==> src/assert_macros.svh <==
// Assertion macros used by the top-level RTL file.
`ifndef ASSERT_MACROS_SVH
`define ASSERT_MACROS_SVH
`ifndef NO_ASSERTIONS
`define ASSERT_IMPLY(label, clk, rst, ante, cons) \
   label: assert property (@(posedge clk) disable iff (rst) (ante) |-> (cons)) \
      else $error("same-cycle check failed");
`define ASSERT_NEXT(label, clk, rst, ante, cons) \
   label: assert property (@(posedge clk) disable iff (rst) (ante) |=> (cons)) \
      else $error("next-cycle check failed");
`else
`define ASSERT_IMPLY(label, clk, rst, ante, cons)
`define ASSERT_NEXT(label, clk, rst, ante, cons)
`endif
`endif

==> src/gcd_pkg.sv <==
// Types, constants and helpers for the great-circle distance pipeline.
package gcd_pkg;

   localparam int CORDIC_STEPS = 30;
   localparam int ISQRT_STEPS  = 31;

   typedef logic signed [33:0] xy_type;
   typedef logic signed [34:0] z_type;
   typedef logic signed [35:0] ang_type;
   typedef logic signed [31:0] unit_type;

   localparam logic [32:0] RAD_PER_UDEG_Q58 = 33'd5030569068;
   localparam ang_type     PI_Q30           = 36'sd3373259426;
   localparam ang_type     HALF_PI_Q30      = 36'sd1686629713;
   localparam ang_type     TWO_PI_Q30       = 36'sd6746518852;
   localparam unit_type    ONE_Q30          = 32'sd1073741824;
   localparam xy_type      CORDIC_GAIN_Q30  = 34'sd652032874;
   localparam logic [22:0] EARTH_R_M        = 23'd6371000;
   localparam logic [24:0] MAX_DIST         = 25'd20015087;

   localparam z_type ATAN_Q30 [CORDIC_STEPS] = '{
      35'sd843314857, 35'sd497837829, 35'sd263043837, 35'sd133525159, 35'sd67021687,
      35'sd33543515,  35'sd16775851,  35'sd8388437,   35'sd4194283,   35'sd2097149,
      35'sd1048576,   35'sd524288,    35'sd262144,    35'sd131072,    35'sd65536,
      35'sd32768,     35'sd16384,     35'sd8192,      35'sd4096,      35'sd2048,
      35'sd1024,      35'sd512,       35'sd256,       35'sd128,       35'sd64,
      35'sd32,        35'sd16,        35'sd8,         35'sd4,         35'sd2
   };

   function automatic unit_type clamp_unit(input logic signed [63:0] v);
      unit_type r;
      if (v > 64'(ONE_Q30))
         r = ONE_Q30;
      else if (v < -64'(ONE_Q30))
         r = -ONE_Q30;
      else
         r = unit_type'(v);
      return r;
   endfunction

   function automatic ang_type wrap_pi(input ang_type a);
      ang_type r;
      if (a > PI_Q30)
         r = a - TWO_PI_Q30;
      else if (a < -PI_Q30)
         r = a + TWO_PI_Q30;
      else
         r = a;
      return r;
   endfunction

endpackage

==> src/gcd_isqrt.sv <==
// Pipelined integer square root, one result bit per stage.
module gcd_isqrt #(
   parameter int TAG_W = 1
) (
   input  logic             clock,
   input  logic             reset,
   input  logic             en,
   input  logic             in_valid,
   input  logic [61:0]      in_n,
   input  logic [TAG_W-1:0] in_tag,
   output logic             out_valid,
   output logic [30:0]      out_root,
   output logic [TAG_W-1:0] out_tag
);
   import gcd_pkg::*;

   logic             valid_ff [ISQRT_STEPS];
   logic [61:0]      n_ff     [ISQRT_STEPS];
   logic [33:0]      rem_ff   [ISQRT_STEPS];
   logic [30:0]      root_ff  [ISQRT_STEPS];
   logic [TAG_W-1:0] tag_ff   [ISQRT_STEPS];

   for (genvar i = 0; i < ISQRT_STEPS; i++) begin : g_stage
      logic             v_cur;
      logic [61:0]      n_cur, n_in;
      logic [33:0]      rem_cur, rem_cat, trial, rem_in;
      logic [30:0]      root_cur, root_in;
      logic [TAG_W-1:0] tag_cur;

      if (i == 0) begin : g_first
         assign v_cur    = in_valid;
         assign n_cur    = in_n;
         assign rem_cur  = '0;
         assign root_cur = '0;
         assign tag_cur  = in_tag;
      end else begin : g_next
         assign v_cur    = valid_ff[i-1];
         assign n_cur    = n_ff[i-1];
         assign rem_cur  = rem_ff[i-1];
         assign root_cur = root_ff[i-1];
         assign tag_cur  = tag_ff[i-1];
      end

      assign rem_cat = {rem_cur[31:0], n_cur[61:60]};
      assign trial   = {1'b0, root_cur, 2'b01};
      assign n_in    = {n_cur[59:0], 2'b00};

      always_comb begin
         if (rem_cat >= trial) begin
            rem_in  = rem_cat - trial;
            root_in = {root_cur[29:0], 1'b1};
         end else begin
            rem_in  = rem_cat;
            root_in = {root_cur[29:0], 1'b0};
         end
      end

      always_ff @(posedge clock) begin
         if (reset) begin
            valid_ff[i] <= 1'b0;
         end else if (en) begin
            valid_ff[i] <= v_cur;
         end
      end

      always_ff @(posedge clock) begin
         if (en) begin
            n_ff[i]    <= n_in;
            rem_ff[i]  <= rem_in;
            root_ff[i] <= root_in;
            tag_ff[i]  <= tag_cur;
         end
      end
   end

   assign out_valid = valid_ff[ISQRT_STEPS-1];
   assign out_root  = root_ff[ISQRT_STEPS-1];
   assign out_tag   = tag_ff[ISQRT_STEPS-1];

endmodule

==> config.mk <==
export PLATFORM = sky130hd
export DESIGN_NAME = gcd_isqrt
export DESIGN_NICKNAME = d
export VERILOG_FILES = /design/src/assert_macros.svh /design/src/gcd_pkg.sv /design/src/gcd_isqrt.sv
export SDC_FILE = /design/constraint.sdc
export NUM_CORES = 2
export LEC_CHECK = 0
export BUFFER_PORTS_ARGS = -buffer_cell sky130_fd_sc_hd__buf_2
export CAP_MARGIN = 25
export CELL_PAD_IN_SITES_DETAIL_PLACEMENT = 1
export CELL_PAD_IN_SITES_GLOBAL_PLACEMENT = 2
export CORE_ASPECT_RATIO = 1.4
export CORE_MARGIN = 3
export CORE_UTILIZATION = 46
export DETAILED_ROUTE_END_ITERATION = 10
export MAX_ROUTING_LAYER = met4
export PLACE_DENSITY = 0.91
export SYNTH_ARGS = -nofsm -noshare
export SYNTH_HDL_FRONTEND = slang
export SYNTH_SLANG_ARGS = --single-unit
==> constraint.sdc <==
create_clock -name clock -period 4.6 [get_ports clock]
set_input_delay 0.23 -clock clock [delete_from_list [all_inputs] [get_ports clock]]
set_output_delay 0.23 -clock clock [all_outputs]
set_load 0.005 [all_outputs]
==> qor.yml <==
die_area_um2: 247100
setup.worst_path.start: "rem_ff[1][49]"
antenna_found_initial: 1
timing.fmax_mhz: 224.6
rsz0062_at_grt: "no"
finalPower_mw: 61.97
ctsResizeCount: 0
track_usage: 0.2208
syn_avg_cell_area_um2: 13.02
min_path_cells: 2
vias_per_cell: 5.547
layout-drive-gt1-share: 0.07779
slew_headroom: 0.2965
yosysSeqAreaShare: 0.6502
coreArea_um2: 239000
fill_cells: 23923
synthArstFlopShare: 0
required_ps: 5170
hpwl_um: 196300
nets: 9521
hold_ws_ps: 66.84
crit_slowest_cell: "a2111oi_0"
synth_edf_count: 2401
port_buffers: 99
peakVddDrop_mv: 0.6152
r2r_setup_slack_ps: 150
gp_congestion: 0.9171
firstDrtPassIters: 5
rows: 212
r2r_cells: 11
wirelength_um: 269800
critPathCaptureType: "flop"
cts_tree: "built"
crit_chain: "ha_1 -> nand4_1 -> nor4_1 -> nand3_1 -> nand4b_1 -> a211o_1 -> a41oi_2 -> a2111oi_0 -> buf_4 -> o21ai_0 -> xnor2_1"
area_delta_synth_final_pct: 12.56
overflow: 0
finalCriticalPeriod_ps: 4453
pre_cts_ws_ps: 203.3
cts_setup_buffers: 0
critPathMaxFanout: 9
final_common_cell: "edfxtp_1"
yosys_warnings: 0
maxCapViolCount: 0
clockBufferDepth: 4
min_from: "in_n[19]"
syn_area_um2: 110900
cts.clk_slew.worst_paths_ps: 70
r2r_start: "rem_ff[1][49]"
grt_pass1_wl_um: 418400
skew_ps: 75.81
cp.arrival_ps: 5020
dr_total_vias: 68377
cts-root-buf: "clkbuf_16"
r2r-end: "rem_ff[1][89]"
power-per-cell-area_nw_per_um2: 496.5
p_leak_nw: 47.34
post_drt_wl_per_cell_um: 21.89
ys.flop_type: "edfxtp_1"
status: "completed"
drc_errors: 0
cts_buffers: 238
tightest_slew_ps: 1055
grt_max_degree: 139
netlist_instances: 8518
drt_iter0_drc: 3298
syn_nets: 9113
post-route-period-util: 0.9681
synth.distinct_cells: 84
die_width_um: 420.9
hold_path.class: "in2reg"
start_util: 0.4640
grt_pass1_vias: 74248
cts.sinks: 2401
cts.htree.levels: 4
fin_setup_tns_ps: 0
finalSetupViolCount: 0
crit_type: "reg2reg"
clock_latency_ps: 890
drt.antenna.violating_nets: 0
start_kind: "flop"
post-place-cells: 11781
synth_seq_cells: 2401
hold_end: "n_ff[0][19]"
hold_viol_final: 0
final-instance-count-excl-fill: 12327
ios: 100
die_y_um: 586.9
maxSlewViolCount: 0
critPathMaxStageDelay_ps: 950
setup_ws_ps: 146.8
layout_common_cells: "edfxtp_1 (2401), inv_1 (635), nor2_1 (580)"
sequential cells by signal, summed over array words and instances (netlist names):
| register | flops |
|---|---|
| root_ff | 496 |
| valid_ff | 31 |
| rem_ff | 913 |
| tag_ff | 31 |
| n_ff | 930 |
worst max-delay path, delay by kind of cell (launching register included):
family,cells,cell delay [ps]
compound gates,4,1330
buf+inv,1,250
flops,1,410
xor+xnor,1,190
simple gates,4,1450
fa+ha+maj,1,480
report_power, final:
| part | leakage [nW] | switching [mW] | total (mW) | internal [mW] |
|---|---|---|---|---|
| Combinational | 20.5 | 7.62 | 12.9 | 5.24 |
| Clock | 3.74 | 8.27 | 19.5 | 11.2 |
| Sequential | 23.1 | 2.03 | 29.7 | 27.6 |
| Total | 47.3 | 17.9 | 62.0 | 44.0 |
cells in the mapped netlist (all sizes together) (15+ instances only):
library cell,count,area (µm²)
edfxtp,2401,72100
inv,636,2387
nor2,580,2177
nand2,566,2127
a21oi,564,2823
ha,528,6606
o21ai,442,2212
xnor2,390,3416
xor2,359,3144
a21o,215,1614
nor3,186,935.9
clkbuf,148,555.5
nand3,120,600.6
nand4,103,644.4
nand2b,98,613.1
or3,95,599.3
nor4,94,603.1
o21a,91,683.2
and2,68,425.4
nor2b,67,419.2
o31ai,67,503.0
mux2,63,709.4
a31oi,57,356.6
o21bai,49,367.9
or2,46,287.8
or4,45,345.3
a211oi,42,315.3
and3,38,237.7
nand3b,27,202.7
o211ai,27,202.7
nor3b,24,180.2
a21boi,20,150.1
o41ai,16,140.1
a31o,15,131.4
and4,15,131.4
metrics by stage:
step,util,area (µm²)
finish,0.5222,124800
global route,0.5222,124800
CTS,0.5222,124800
detailed placement,0.4852,116000
global placement,0.4852,116000
floorplan,-,110900
routing by layer:
layer | GRT usage | up-vias | routed length (µm)
met2 | 0.4257 | 1220 | 151400
met1 | 0.2119 | 34078 | 93660
li1 | - | 32322 | -
met3 | 0.02406 | 757 | 7341
met4 | 0.1214 | 0 | 17380
met5 | - | - | 0
cells by family after synthesis:
| family | after synthesis | share of synthesized area |
|---|---|---|
| flip-flops | 2401 | 0.6502 |
| AND/OR/NAND/NOR | 2221 | 0.09898 |
| AO/OA/AOI/OAI | 1751 | 0.09790 |
| buffers and inverters | 797 | 0.02708 |
| XOR/XNOR | 749 | 0.05916 |
| adder cells (fa/ha/maj) | 528 | 0.05958 |
| multiplexers | 70 | 0.007030 |
| other | 1 | 0.00003382 |
area by class of cell:
class / count / area [µm²] / area share
Clock buffer: 276 / 6141 / 0.04920
Timing Repair Buffer: 327 / 2763 / 0.02214
Multi-Input combinational cell: 5320 / 35850 / 0.2872
Tap cell: 3210 / 4016 / 0.03218
Inverter: 638 / 2395 / 0.01919
Clock inverter: 152 / 1539 / 0.01233
Antenna cell: 3 / 7.507 / 0.00006015
Sequential cell: 2401 / 72100 / 0.5777
worst max-delay path by stage:
stage	to
after floorplan	rem_ff[0][229]
after global placement	rem_ff[1][97]
after detailed placement	rem_ff[1][89]
after CTS	rem_ff[1][89]
after global routing	rem_ff[1][89]
final	rem_ff[1][89]
timing repair:
item	4_1_cts	5_1_grt
endpoints found under the hold margin	158	0
setup endpoints to repair	0	0
hold buffers	115	0
Note: power is estimated with default switching activity, not from simulation.
